--- config.mk ---
export PLATFORM = sky130hd
export DESIGN_NAME = adc_oversample_supply_pwm_comp_flat
export DESIGN_NICKNAME = d
export VERILOG_FILES = /design/src/sv/aosp_pkg.sv /design/src/sv/aosp_if.sv /design/src/sv/aosp_div.sv /design/src/sv/aosp_dp.sv /design/src/sv/aosp_ctrl.sv /design/src/sv/adc_oversample_supply_pwm_comp.sv /design/src/flat_wrapper.sv
export SDC_FILE = /design/constraint.sdc
export NUM_CORES = 2
export LEC_CHECK = 0
export ABC_AREA = 0
export ABC_CLOCK_PERIOD_IN_PS = 7250
export BUFFER_PORTS_ARGS = -buffer_cell sky130_fd_sc_hd__buf_2
export CAP_MARGIN = 25
export CORE_ASPECT_RATIO = 0.8
export CORE_MARGIN = 2
export CORE_UTILIZATION = 52
export DETAILED_ROUTE_END_ITERATION = 8
export PLACE_DENSITY = 0.7
export REMOVE_ABC_BUFFERS = 1
export SYNTH_ARGS = -nofsm -noshare
export SYNTH_HDL_FRONTEND = slang
export SYNTH_SLANG_ARGS = --single-unit
--- constraint.sdc ---
create_clock -name clk -period 7.25 [get_ports clk]
set_input_delay 1.45 -clock clk [delete_from_list [all_inputs] [get_ports clk]]
set_output_delay 1.45 -clock clk [all_outputs]
set_load 0.01 [all_outputs]
--- src/sv/aosp_pkg.sv ---
// ----------------------------------------------------------------------------
// aosp_pkg
// Shared constants, types and helpers of the oversampling ADC block.
// ----------------------------------------------------------------------------
package aosp_pkg;

	localparam int SAMPLE_BITS    = 12;
	localparam int MAX_OVERSAMPLE = 16;
	localparam int CNT_W          = 5;

	localparam int VREF_MV        = 3300;
	localparam int DIVIDER_RATIO  = 11;
	localparam int ADC_FULL_SCALE = 4096;
	localparam int ADC_SHIFT      = $clog2(ADC_FULL_SCALE);
	localparam int MV_SCALE       = VREF_MV * DIVIDER_RATIO;

	localparam int DIV_BITS = 32;
	localparam int DIV_CW   = $clog2(DIV_BITS + 1);

	localparam logic [1:0] REG_POLL_PERIOD = 2'd0;
	localparam logic [1:0] REG_OVERSAMPLE  = 2'd1;
	localparam logic [1:0] REG_FULL_POWER  = 2'd2;
	localparam logic [1:0] REG_PWM_TOP     = 2'd3;

	localparam logic [15:0]      RST_POLL_PERIOD = 16'd10;
	localparam logic [CNT_W-1:0] RST_OVERSAMPLE  = 5'd8;
	localparam logic [15:0]      RST_FULL_POWER  = 16'd12000;
	localparam logic [15:0]      RST_PWM_TOP     = 16'd1000;

	typedef struct packed {
		logic [15:0]      poll_period_ms;
		logic [CNT_W-1:0] oversample_count;
		logic [15:0]      full_power_mv;
		logic [15:0]      pwm_top;
	} cfg_t;

	// controller -> datapath
	typedef struct packed {
		logic poll;          // accepted transaction is a valid poll
		logic emit;          // accepted poll completes a batch
		logic mul;           // form voltage and PWM numerators
		logic div_start_mv;
		logic div_start_pwm;
		logic mv_latch;
		logic pwm_fix;       // clamp: zero or full period
		logic pwm_div;
		logic out_load;
	} cmd_t;

	// datapath -> controller
	typedef struct packed {
		logic poll_ok;
		logic emit;
		logic div_busy;
		logic div_done;
		logic mv_zero;
		logic mv_le_fp;
		logic out_busy;
	} stat_t;

	function automatic logic [CNT_W-1:0] eff_count(input logic [CNT_W-1:0] c);
		logic [CNT_W-1:0] r;
		r = c;
		if (c == '0)
			r = CNT_W'(1);
		else if (c > CNT_W'(MAX_OVERSAMPLE))
			r = CNT_W'(MAX_OVERSAMPLE);
		return r;
	endfunction

endpackage

--- src/sv/aosp_if.sv ---
// ----------------------------------------------------------------------------
// aosp_in_if / aosp_out_if
// Valid/ready channels for sample polls and oversampled results.
// ----------------------------------------------------------------------------
interface aosp_in_if;
	logic        valid;
	logic        ready;
	logic [31:0] now_ms;
	logic [11:0] sample_vin;
	logic [11:0] sample_left;
	logic [11:0] sample_right;

	modport source (output valid, now_ms, sample_vin, sample_left, sample_right,
		input ready);
	modport sink (input valid, now_ms, sample_vin, sample_left, sample_right,
		output ready);
endinterface

interface aosp_out_if;
	logic        valid;
	logic        ready;
	logic [15:0] sum_vin;
	logic [15:0] sum_left;
	logic [15:0] sum_right;
	logic [15:0] supply_mv;
	logic [15:0] pwm_level;

	modport source (output valid, sum_vin, sum_left, sum_right, supply_mv, pwm_level,
		input ready);
	modport sink (input valid, sum_vin, sum_left, sum_right, supply_mv, pwm_level,
		output ready);
endinterface

--- src/sv/aosp_div.sv ---
// ----------------------------------------------------------------------------
// aosp_div
// Radix-2 restoring divider, 32-bit dividend by 16-bit divisor, one bit a cycle.
// ----------------------------------------------------------------------------
module aosp_div
	import aosp_pkg::*;
(
	input  logic                clk,
	input  logic                arst_n,
	input  logic                start,
	input  logic [DIV_BITS-1:0] dividend,
	input  logic [15:0]         divisor,
	output logic [DIV_BITS-1:0] quotient,
	output logic                busy,
	output logic                done
);

	logic [DIV_CW-1:0]   cnt_q;
	logic [15:0]         rem_q;
	logic [15:0]         dvs_q;
	logic [DIV_BITS-1:0] quo_q;
	logic                done_q;

	logic [16:0] trial;
	logic        ge;
	logic [16:0] diff;

	assign trial = {rem_q, quo_q[DIV_BITS-1]};
	assign ge    = trial >= {1'b0, dvs_q};
	assign diff  = trial - {1'b0, dvs_q};

	always_ff @(posedge clk or negedge arst_n) begin
		if (!arst_n) begin
			cnt_q  <= '0;
			done_q <= 1'b0;
		end else begin
			done_q <= 1'b0;
			if (start)
				cnt_q <= DIV_CW'(DIV_BITS);
			else if (cnt_q != '0) begin
				cnt_q <= cnt_q - DIV_CW'(1);
				if (cnt_q == DIV_CW'(1))
					done_q <= 1'b1;
			end
		end
	end

	always_ff @(posedge clk) begin
		if (start) begin
			rem_q <= '0;
			quo_q <= dividend;
			dvs_q <= divisor;
		end else if (cnt_q != '0) begin
			rem_q <= ge ? diff[15:0] : trial[15:0];
			quo_q <= {quo_q[DIV_BITS-2:0], ge};
		end
	end

	assign quotient = quo_q;
	assign busy     = cnt_q != '0;
	assign done     = done_q;

endmodule

--- src/sv/aosp_dp.sv ---
// ----------------------------------------------------------------------------
// aosp_dp
// Datapath: poll timing, accumulators, voltage and PWM arithmetic, result reg.
// ----------------------------------------------------------------------------
module aosp_dp
	import aosp_pkg::*;
(
	input  logic        clk,
	input  logic        arst_n,
	input  cfg_t        cfg,
	input  cmd_t        cmd,
	output stat_t       st,
	input  logic [31:0] now_ms,
	input  logic [11:0] sample_vin,
	input  logic [11:0] sample_left,
	input  logic [11:0] sample_right,
	output logic        out_valid,
	input  logic        out_ready,
	output logic [15:0] sum_vin,
	output logic [15:0] sum_left,
	output logic [15:0] sum_right,
	output logic [15:0] supply_mv,
	output logic [15:0] pwm_level
);

	logic [31:0]      last_q;
	logic [CNT_W-1:0] cnt_q;
	logic [15:0]      acc_vin_q, acc_left_q, acc_right_q;
	logic [15:0]      sum_vin_q, sum_left_q, sum_right_q;
	logic [CNT_W-1:0] cnt_eff_q;
	logic [31:0]      prod_q;
	logic [31:0]      pf_q;
	logic [15:0]      mv_q;
	logic [15:0]      pwm_q;
	logic             out_valid_q;
	logic [15:0]      o_vin_q, o_left_q, o_right_q, o_mv_q, o_pwm_q;

	logic [31:0]      elapsed;
	logic [15:0]      nxt_vin, nxt_left, nxt_right;
	logic [CNT_W-1:0] nxt_cnt;
	logic [CNT_W-1:0] cnt_eff;

	logic                div_start;
	logic [DIV_BITS-1:0] div_dividend;
	logic [15:0]         div_divisor;
	logic [DIV_BITS-1:0] div_quo;
	logic                div_busy;
	logic                div_done;

	assign elapsed   = now_ms - last_q;
	assign nxt_vin   = acc_vin_q + 16'(sample_vin[SAMPLE_BITS-1:0]);
	assign nxt_left  = acc_left_q + 16'(sample_left[SAMPLE_BITS-1:0]);
	assign nxt_right = acc_right_q + 16'(sample_right[SAMPLE_BITS-1:0]);
	assign nxt_cnt   = cnt_q + CNT_W'(1);
	assign cnt_eff   = eff_count(cfg.oversample_count);

	always_ff @(posedge clk or negedge arst_n) begin
		if (!arst_n) begin
			last_q      <= '0;
			cnt_q       <= '0;
			acc_vin_q   <= '0;
			acc_left_q  <= '0;
			acc_right_q <= '0;
			out_valid_q <= 1'b0;
		end else begin
			if (cmd.poll) begin
				last_q <= now_ms;
				if (cmd.emit) begin
					cnt_q       <= '0;
					acc_vin_q   <= '0;
					acc_left_q  <= '0;
					acc_right_q <= '0;
				end else begin
					cnt_q       <= nxt_cnt;
					acc_vin_q   <= nxt_vin;
					acc_left_q  <= nxt_left;
					acc_right_q <= nxt_right;
				end
			end
			if (cmd.out_load)
				out_valid_q <= 1'b1;
			else if (out_ready)
				out_valid_q <= 1'b0;
		end
	end

	always_ff @(posedge clk) begin
		if (cmd.emit) begin
			sum_vin_q   <= nxt_vin;
			sum_left_q  <= nxt_left;
			sum_right_q <= nxt_right;
			cnt_eff_q   <= cnt_eff;
		end
		if (cmd.mul) begin
			prod_q <= 32'(sum_vin_q) * 32'(MV_SCALE);
			pf_q   <= 32'(cfg.pwm_top) * 32'(cfg.full_power_mv);
		end
		if (cmd.mv_latch)
			mv_q <= div_quo[15:0];
		if (cmd.pwm_fix)
			pwm_q <= (mv_q == '0) ? '0 : cfg.pwm_top;
		else if (cmd.pwm_div)
			pwm_q <= div_quo[15:0];
		if (cmd.out_load) begin
			o_vin_q   <= sum_vin_q;
			o_left_q  <= sum_left_q;
			o_right_q <= sum_right_q;
			o_mv_q    <= mv_q;
			o_pwm_q   <= pwm_q;
		end
	end

	// floor(x / 4096 / n) equals floor(x / (4096 * n)), so scale first then divide by n
	assign div_start    = cmd.div_start_mv | cmd.div_start_pwm;
	assign div_dividend = cmd.div_start_mv ? DIV_BITS'(prod_q[31:ADC_SHIFT]) : pf_q;
	assign div_divisor  = cmd.div_start_mv ? 16'(cnt_eff_q) : mv_q;

	aosp_div u_div (
		.clk      (clk),
		.arst_n   (arst_n),
		.start    (div_start),
		.dividend (div_dividend),
		.divisor  (div_divisor),
		.quotient (div_quo),
		.busy     (div_busy),
		.done     (div_done)
	);

	always_comb begin
		st.poll_ok  = elapsed >= 32'(cfg.poll_period_ms);
		st.emit     = st.poll_ok && (nxt_cnt >= cnt_eff);
		st.div_busy = div_busy;
		st.div_done = div_done;
		st.mv_zero  = mv_q == '0;
		st.mv_le_fp = mv_q <= cfg.full_power_mv;
		st.out_busy = out_valid_q && !out_ready;
	end

	assign out_valid = out_valid_q;
	assign sum_vin   = o_vin_q;
	assign sum_left  = o_left_q;
	assign sum_right = o_right_q;
	assign supply_mv = o_mv_q;
	assign pwm_level = o_pwm_q;

endmodule

--- src/sv/aosp_ctrl.sv ---
// ----------------------------------------------------------------------------
// aosp_ctrl
// Controller: sequences the multiply, the millivolt division, the PWM division when needed and the result load.
// ----------------------------------------------------------------------------
module aosp_ctrl
	import aosp_pkg::*;
(
	input  logic  clk,
	input  logic  arst_n,
	input  logic  in_valid,
	output logic  in_ready,
	input  stat_t st,
	output cmd_t  cmd
);

	localparam logic [2:0] S_IDLE = 3'd0;
	localparam logic [2:0] S_MUL  = 3'd1;
	localparam logic [2:0] S_D1S  = 3'd2;
	localparam logic [2:0] S_D1W  = 3'd3;
	localparam logic [2:0] S_CHK  = 3'd4;
	localparam logic [2:0] S_D2S  = 3'd5;
	localparam logic [2:0] S_D2W  = 3'd6;
	localparam logic [2:0] S_LOAD = 3'd7;

	logic [2:0] state_q;
	logic [2:0] state_d;

	always_comb begin
		state_d  = state_q;
		cmd      = '0;
		in_ready = 1'b0;
		unique case (state_q)
			S_IDLE: begin
				in_ready = 1'b1;
				if (in_valid) begin
					cmd.poll = st.poll_ok;
					cmd.emit = st.emit;
					if (st.emit)
						state_d = S_MUL;
				end
			end
			S_MUL: begin
				cmd.mul = 1'b1;
				state_d = S_D1S;
			end
			S_D1S: begin
				cmd.div_start_mv = 1'b1;
				state_d          = S_D1W;
			end
			S_D1W: begin
				if (st.div_done) begin
					cmd.mv_latch = 1'b1;
					state_d      = S_CHK;
				end
			end
			S_CHK: begin
				if (st.mv_zero || st.mv_le_fp) begin
					cmd.pwm_fix = 1'b1;
					state_d     = S_LOAD;
				end else
					state_d = S_D2S;
			end
			S_D2S: begin
				cmd.div_start_pwm = 1'b1;
				state_d           = S_D2W;
			end
			S_D2W: begin
				if (st.div_done) begin
					cmd.pwm_div = 1'b1;
					state_d     = S_LOAD;
				end
			end
			S_LOAD: begin
				if (!st.out_busy) begin
					cmd.out_load = 1'b1;
					state_d      = S_IDLE;
				end
			end
			default: state_d = S_IDLE;
		endcase
	end

	always_ff @(posedge clk or negedge arst_n) begin
		if (!arst_n)
			state_q <= S_IDLE;
		else
			state_q <= state_d;
	end

endmodule

--- src/sv/adc_oversample_supply_pwm_comp.sv ---
// ----------------------------------------------------------------------------
// adc_oversample_supply_pwm_comp
// Oversampled supply and current ADC sums with supply-compensated PWM level.
// ----------------------------------------------------------------------------
//  channel  | dir | handshake        | payload
//  samples  | in  | valid/ready      | now_ms, sample_vin/left/right
//  results  | out | valid/ready      | sum_vin/left/right, supply_mv, pwm_level
//  apb      | in  | psel/penable/... | 4 registers at 4*i, read as 32 bits
//
// A transaction that is not a poll, or a poll that does not complete a batch,
// is taken in the idle state. A batch-completing poll holds samples.ready low
// through the multiply, the divisions and the result load: the shared
// one-bit-a-cycle 32-step divider is used once for millivolts and, unless the
// PWM level is clamped, once for the PWM level. The result register frees the
// input while a result waits; a stalled result blocks only the next batch, which
// then waits in the load state for as long as the stall lasts. Reset is asynchronous and needs no clearing pass.
// ----------------------------------------------------------------------------
module adc_oversample_supply_pwm_comp
	import aosp_pkg::*;
(
	input  logic        clk,
	input  logic        arst_n,
	aosp_in_if.sink     samples,
	aosp_out_if.source  results,
	input  logic        psel,
	input  logic        penable,
	input  logic        pwrite,
	input  logic [3:0]  paddr,
	input  logic [31:0] pwdata,
	output logic [31:0] prdata,
	output logic        pready
);

	cfg_t  cfg_q;
	cmd_t  cmd;
	stat_t st;
	logic  wr_en;

	assign pready = 1'b1;
	assign wr_en  = psel && penable && pwrite;

	always_ff @(posedge clk or negedge arst_n) begin
		if (!arst_n) begin
			cfg_q.poll_period_ms   <= RST_POLL_PERIOD;
			cfg_q.oversample_count <= RST_OVERSAMPLE;
			cfg_q.full_power_mv    <= RST_FULL_POWER;
			cfg_q.pwm_top          <= RST_PWM_TOP;
		end else if (wr_en) begin
			unique case (paddr[3:2])
				REG_POLL_PERIOD: cfg_q.poll_period_ms   <= pwdata[15:0];
				REG_OVERSAMPLE:  cfg_q.oversample_count <= pwdata[CNT_W-1:0];
				REG_FULL_POWER:  cfg_q.full_power_mv    <= pwdata[15:0];
				REG_PWM_TOP:     cfg_q.pwm_top          <= pwdata[15:0];
				default: ;
			endcase
		end
	end

	always_comb begin
		unique case (paddr[3:2])
			REG_POLL_PERIOD: prdata = 32'(cfg_q.poll_period_ms);
			REG_OVERSAMPLE:  prdata = 32'(cfg_q.oversample_count);
			REG_FULL_POWER:  prdata = 32'(cfg_q.full_power_mv);
			REG_PWM_TOP:     prdata = 32'(cfg_q.pwm_top);
			default:         prdata = '0;
		endcase
	end

	aosp_ctrl u_ctrl (
		.clk      (clk),
		.arst_n   (arst_n),
		.in_valid (samples.valid),
		.in_ready (samples.ready),
		.st       (st),
		.cmd      (cmd)
	);

	aosp_dp u_dp (
		.clk          (clk),
		.arst_n       (arst_n),
		.cfg          (cfg_q),
		.cmd          (cmd),
		.st           (st),
		.now_ms       (samples.now_ms),
		.sample_vin   (samples.sample_vin),
		.sample_left  (samples.sample_left),
		.sample_right (samples.sample_right),
		.out_valid    (results.valid),
		.out_ready    (results.ready),
		.sum_vin      (results.sum_vin),
		.sum_left     (results.sum_left),
		.sum_right    (results.sum_right),
		.supply_mv    (results.supply_mv),
		.pwm_level    (results.pwm_level)
	);

	// no new poll is taken while a division is running
	a_busy_no_accept: assert property (@(posedge clk) disable iff (!arst_n)
		st.div_busy |-> !samples.ready)
		else $error("input ready during division");

	// the result register is never overwritten while a result is stalled
	a_load_free: assert property (@(posedge clk) disable iff (!arst_n)
		cmd.out_load |-> !(results.valid && !results.ready))
		else $error("result overwritten while stalled");

	// zero volts always gives zero drive
	a_zero_pwm: assert property (@(posedge clk) disable iff (!arst_n)
		(results.valid && results.supply_mv == '0) |-> results.pwm_level == '0)
		else $error("nonzero PWM at zero supply");

	// the millivolt division is only started after the multiply of a batch-completing poll
	a_div_after_emit: assert property (@(posedge clk) disable iff (!arst_n)
		cmd.div_start_mv |-> $past(cmd.mul))
		else $error("division started without multiply");

endmodule
--- src/flat_wrapper.sv ---
// flat-port wrapper written by rule: the top's interface ports become plain ports
module adc_oversample_supply_pwm_comp_flat import aosp_pkg::*;
  (clk, arst_n, psel, penable, pwrite, paddr, pwdata, prdata, pready, samples_valid, samples_now_ms, samples_sample_vin, samples_sample_left, samples_sample_right, samples_ready, results_valid, results_sum_vin, results_sum_left, results_sum_right, results_supply_mv, results_pwm_level, results_ready);
  aosp_in_if samples_i ();
  aosp_out_if results_i ();
  input  logic clk;
  input  logic arst_n;
  input  logic psel;
  input  logic penable;
  input  logic pwrite;
  input  logic [3:0] paddr;
  input  logic [31:0] pwdata;
  output logic [31:0] prdata;
  output logic pready;
  input wire logic [$bits(samples_i.valid)-1:0] samples_valid;
  input wire logic [$bits(samples_i.now_ms)-1:0] samples_now_ms;
  input wire logic [$bits(samples_i.sample_vin)-1:0] samples_sample_vin;
  input wire logic [$bits(samples_i.sample_left)-1:0] samples_sample_left;
  input wire logic [$bits(samples_i.sample_right)-1:0] samples_sample_right;
  output wire logic [$bits(samples_i.ready)-1:0] samples_ready;
  output wire logic [$bits(results_i.valid)-1:0] results_valid;
  output wire logic [$bits(results_i.sum_vin)-1:0] results_sum_vin;
  output wire logic [$bits(results_i.sum_left)-1:0] results_sum_left;
  output wire logic [$bits(results_i.sum_right)-1:0] results_sum_right;
  output wire logic [$bits(results_i.supply_mv)-1:0] results_supply_mv;
  output wire logic [$bits(results_i.pwm_level)-1:0] results_pwm_level;
  input wire logic [$bits(results_i.ready)-1:0] results_ready;
  assign samples_i.valid = samples_valid;
  assign samples_i.now_ms = samples_now_ms;
  assign samples_i.sample_vin = samples_sample_vin;
  assign samples_i.sample_left = samples_sample_left;
  assign samples_i.sample_right = samples_sample_right;
  assign samples_ready = samples_i.ready;
  assign results_valid = results_i.valid;
  assign results_sum_vin = results_i.sum_vin;
  assign results_sum_left = results_i.sum_left;
  assign results_sum_right = results_i.sum_right;
  assign results_supply_mv = results_i.supply_mv;
  assign results_pwm_level = results_i.pwm_level;
  assign results_i.ready = results_ready;
  adc_oversample_supply_pwm_comp u_core (.clk(clk), .arst_n(arst_n), .samples(samples_i), .results(results_i), .psel(psel), .penable(penable), .pwrite(pwrite), .paddr(paddr), .pwdata(pwdata), .prdata(prdata), .pready(pready));
endmodule
---- Word level (Yosys, flattened, before mapping) ----
Cells that the tools add are included.
operators by class
  add/subtract/negate cells ............... 7
  muxes and demuxes ....................... 42
  multiply operators ...................... 2
  eq/ne operators ......................... 16
  reductions and logical operators ........ 19
  order comparisons ....................... 5
  bitwise logic cells ..................... 1
operator list
  cell                                                 count
  one-hot mux 32 bit (4 select lines)                  1
  two-way mux 16 bit                                   7
  two-way mux 32 bit                                   3
  adder 16 x 12 -> 16 bit                              3
  greater-or-equal comparator 32 x 16 -> 1 bit         1
  multiplier 16 x 16 -> 32 bit                         1
  subtractor 32 bit                                    1
  multiplier 16 x 14 -> 30 bit, second input constant  1
  one-hot mux 3 bit (8 select lines)                   1
  two-way mux 5 bit                                    4
  greater-or-equal comparator 17 x 16 -> 1 bit         1
  <= comparator 16 bit                                 1
  logical NOT 16 bit                                   1
  two-way mux 1 bit                                    16
  subtractor 16 bit                                    1
  two-way mux 3 bit                                    5
  == test 3 bit, second input constant                 4
  two-way mux 6 bit                                    2
  != test 2 bit, second input constant                 5
  AND reduction 2 bit                                  4
  == test 3 x 2 -> 1 bit, second input constant        2
  == test 6 x 1 -> 1 bit, second input constant        1
  two-way mux 2 bit                                    3
  nonzero test 2 bit                                   3
  other kinds (16)                                     20
storage, ports and cells
  logic and storage cells ................. 122
  bits in registers ....................... 440
  output and inout bits ................... 115
  input bits .............................. 111

---- Logic depth before layout (Yosys ltp) ----
  depth after elaboration ................. 8
  depth in mapped cells ................... 27
  depth with buffers taken out ............ 25

---- By module ----
From an unflattened synthesis, not the netlist that was laid out.
unflattened totals
  cells, all modules ...................... 3,150
  area total of the unflattened synthesis .. 33,996.4 µm²
by module, submodules not included
  module                          instances  sequential area each (µm²)  cells an instance  area each (µm²)
  aosp_dp                         1          8,668.3                     2,597              27,191.1
  aosp_div                        1          1,936.9                     351                3,896.2
  adc_oversample_supply_pwm_comp  1          1,346.3                     170                2,623.8
  aosp_ctrl                       1          75.1                        32                 285.3

---- Least setup slack after synthesis ----
Ideal clock, no wire load.
  kind .................................... input to register
  start ................................... input port samples_now_ms[0]
  end ..................................... register u_core.u_dp.cnt_eff_q[0] (enable)
  setup slack ............................. -85 ps
  data required time ...................... 6,785 ps
  arrival ................................. 6,870 ps
  library setup time ...................... 465 ps
  stages .................................. 23
  buffers on the path ..................... 3
  cell sequence ........................... inv_1 > ha_1 > inv_1 > fa_1 > a211oi_2 > o211ai_1 > a21boi_2 > o21bai_1 > a21oi_1 > xnor2_1 > ha_1 > nand4_1 > o2111ai_1 > a21oi_1 > o221ai_1 > nor3_1 > nor4b_1 > and4_1 > a41o_1 > buf_4 > buf_6 > buf_6 > nor2_1
RTL lines
  element               RTL line            RTL
  from (decl)           flat_wrapper.sv:16  input wire logic [$bits(samples_i.now_ms)-1:0] samples_now_ms;
  to (signal assigned)  aosp_dp.sv:92       cnt_eff_q <= cnt_eff;
  to (decl)             aosp_dp.sv:30       logic [CNT_W-1:0] cnt_eff_q;

---- Final worst setup path ----
  start ................................... register u_core.cfg_q[7] (netlist bit)
  end ..................................... register u_core.u_dp.pf_q[30], data pin
between the ends
  word-level cells in the longest chain between the ends .. 1
ends and longest elaborated chain
  element                       RTL line                              RTL
  from (decl)                   adc_oversample_supply_pwm_comp.sv:34  cfg_t cfg_q;
  multiplier 16 x 16 -> 32 bit  aosp_dp.sv:96                         pf_q <= 32'(cfg.pwm_top) * 32'(cfg.full_power_mv);
  to (signal assigned)          aosp_dp.sv:96
  to (decl)                     aosp_dp.sv:32                         logic [31:0] pf_q;
No other way between the ends.
A chain may end at the register's enable or synchronous reset.

==> flow_metrics.env <==
export IMPL_critPathLaunch="u_core.cfg_q[7]$_DFFE_PN1P_"
export IMPL_maxSlewViolCount=0
export IMPL_cp_num_cells=25
export IMPL_drive_above_1_share=0.1135
export IMPL_worst_path_buf_inv=5
export IMPL_synth_avg_cell_area_um2=10.29
export IMPL_finalWeightedCongestion=0.8682
export IMPL_clkTransAtPathRegs_ns=0.06
export IMPL_cts_resized_gates=0
export IMPL_grt_overflow_total=0
export IMPL_initial_core_util=0.5283
export IMPL_fillers=5359
export IMPL_rsz0062_at_grt="no"
export IMPL_rows=82
export IMPL_critical_path_class="reg2reg"
export IMPL_met3_usage=0.03661
export IMPL_die_y_um=230.1
export IMPL_crit_arrival_ns=7.20
export IMPL_r2r_start="u_core.cfg_q[7]$_DFFE_PN1P_"
export IMPL_synth_cells=3229
export IMPL_cts_buffers=45
export IMPL_route_vias_total=22908
export IMPL_die_w_um=286.6
export IMPL_synth_area_um2=33230
export IMPL_skew_ns=0.02709
export IMPL_post_cts_setup_buffers=0
export IMPL_start_kind="flop"
export IMPL_nets=4119
export IMPL_cts_tree="yes"
export IMPL_drtIter0Drc=1503
export IMPL_async_flop_share=0.3465
export IMPL_crit_required_ns=7.58
export IMPL_grt_pass1_vias=22962
export IMPL_ios=226
export IMPL_clkSinkCount=430
export IMPL_relSlewSlack=0.3189
export IMPL_max_freq_mhz=145.6
export IMPL_postCtsHoldBufs=0
export IMPL_clockBufferDepth=3
export IMPL_stdcell_count=4277
export IMPL_firstDrtPassIters=5
export IMPL_synth_cell_types=73
export IMPL_fin_hold_ws_ns=0.4132
export IMPL_detail_route_vias_per_cell=5.356
export IMPL_finalSetupViolCount=0
export IMPL_ant_nets=0
export IMPL_cp_end_kind="flop"
export IMPL_met2_usage=0.3688
export IMPL_drv_cap=0
export IMPL_critical_path_max_stage_delay_ns=0.72
export IMPL_insertion_delay_ns=0.59
export IMPL_post_drt_wl_per_cell_um=18.14
export IMPL_tightest_slew_ns=1.021
export IMPL_reg2reg_depth=25
export IMPL_final_hold_viol_count=0
export IMPL_period_minus_slack_ns=6.867
export IMPL_outcome="finished, final reports clean"
export IMPL_crit_fanout=11
export IMPL_fin_crit_sh=0.9472
export IMPL_wl_mm=77.59
export IMPL_synth_edf_count=265
export IMPL_grt_usage=0.2406
export IMPL_grt_pass1_wl_mm=125.4
export IMPL_grt_max_degree=86
export IMPL_antenna_found_initial=2
export IMPL_crit_top_cell="fa_1"
export IMPL_ys_dominant_reg_cell="edfxtp_1"
export IMPL_htreeDepth=2
export IMPL_fp_dieArea_um2=65950
export IMPL_critPathCapture="u_core.u_dp.pf_q[30]$_DFFE_PP_"
export IMPL_drc=0
export IMPL_r2r_end="u_core.u_dp.pf_q[30]$_DFFE_PP_"
export IMPL_hold_class="reg2reg"
export IMPL_seq_area_frac_synth=0.3619
export IMPL_io_buffers=190
export IMPL_yosys_warnings=0
export IMPL_busiest_layer="met2"
export IMPL_fp_coreArea_um2=62890
export IMPL_ys_seq_elements=430
export IMPL_placed_cells=4192
export IMPL_rrSetupSlack_ns=0.38
export IMPL_use_met1=0.3572
export IMPL_crit_family="adder cells"
export IMPL_syn_to_final_growth_pct=10.35
export IMPL_dp_hpwl_mm=58.83
export IMPL_cp_slowest_cell="dfstp_2"
export IMPL_clock_root_buffer="clkbuf_16"
## how the worst min path moves through the flow
stage	from	endpoint	slack [ns]	cells after the start
6_report	u_core.u_dp.pwm_q[14]$_DFFE_PP_	u_core.u_dp.pwm_level[14]$_DFFE_PP_	0.41	0
5_1_grt	u_core.u_dp.pwm_q[10]$_DFFE_PP_	u_core.u_dp.pwm_level[10]$_DFFE_PP_	0.42	0
4_1_cts	u_core.u_dp.sum_right_q[7]$_DFFE_PP_	u_core.u_dp.sum_right[7]$_DFFE_PP_	0.42	0
3_5_place_dp	u_core.u_dp.sum_right_q[13]$_DFFE_PP_	u_core.u_dp.sum_right[13]$_DFFE_PP_	0.40	0
3_3_place_gp	u_core.u_dp.sum_left_q[0]$_DFFE_PP_	u_core.u_dp.sum_left[0]$_DFFE_PP_	0.40	0
2_1_floorplan	u_core.u_dp.pwm_q[0]$_DFFE_PP_	u_core.u_dp.pwm_level[0]$_DFFE_PP_	0.40	0
## stage by stage
| stage | TNS (ns) | util | setup WS [ns] | cell area (um^2) |
|---|---|---|---|---|
| floorplan | -112.31 | - | -2.119 | 32670 |
| CTS | 0 | 0.5825 | 0.4160 | 36640 |
| detailed placement | 0 | 0.5581 | 0.4568 | 35100 |
| global placement | 0 | 0.5581 | 0.4617 | 35100 |
| global route | 0 | 0.5831 | 0.01312 | 36670 |
| finish | 0 | 0.5831 | 0.3827 | 36670 |
## Yosys cell counts, types with 86 or more instances
master    count  area share
a21oi_1     139       0.021
and2_1      129       0.024
clkbuf_1     93       0.011
dfrtp_1     133        0.10
edfxtp_1    265        0.24
fa_1        270        0.16
ha_1        338        0.13
inv_1       529       0.060
nand2_1     379       0.043
nor2_1      121       0.014
o21ai_0     150       0.023
xnor2_1      86       0.023
## final cells by class
cell class              instances  area (um^2)  share of cell area
flip-flops and latches        430        12030              0.3280
multi-input cells            2156        18720              0.5104
clock inverters                30        369.1             0.01007
well taps                     840         1051             0.02866
clock buffers                  53         1166             0.03180
repair buffers                238         1350             0.03682
inverters                     529         1986             0.05415
diodes                          1        2.502          0.00006824
## layout by cell type (no fill, tap or decap), drive strengths merged, types with 13 or more instances in the layout
cell type / instances
edfxtp: 265
ha: 338
nand2: 379
nor3: 38
mux2: 58
nand2b: 19
nand4: 16
o21a: 21
xnor2: 86
dfxtp: 16
clkbuf: 53
o21ai: 193
dfstp: 16
xor2: 33
nor2: 121
and2: 129
inv: 532
buf: 238
dfrtp: 133
nand3: 32
clkinv: 17
mux2i: 34
a21o: 33
nor4: 13
conb: 17
a21oi: 140
fa: 270
nor2b: 43
## cell families (layout without fill, tap and decap cells)
| logic type | after synthesis | in the layout | synth area share |
|---|---|---|---|
| AO/OA/AOI/OAI | 499 | 499 | 0.09086 |
| XOR/XNOR | 119 | 119 | 0.03137 |
| adder cells (fa/ha/maj) | 608 | 608 | 0.2899 |
| buffers and inverters | 658 | 850 | 0.07828 |
| flip-flops | 430 | 430 | 0.3619 |
| multiplexers | 97 | 97 | 0.03329 |
| other | 2 | 18 | 0.0002260 |
| AND/OR/NAND/NOR | 816 | 816 | 0.1141 |
## sequential cells by signal, indices dropped and copies added, names as in the netlist, 20 cells and up
name and cells:
u_core.cfg_q 53, u_core.u_dp.last_q 32, u_core.u_dp.pf_q 32, u_core.u_dp.u_div.quotient 32
u_core.u_dp.prod_q 20
## metal layers
layer | wire, um | part of all wire
met5 | 11 | 0.00014
met4 | 1803 | 0.023
met3 | 5063 | 0.065
met2 | 34360 | 0.44
met1 | 36350 | 0.47
Power is left out: the tool's default activity adds up to more than one toggle a clock period on the data nets, which glitch-free logic cannot reach.
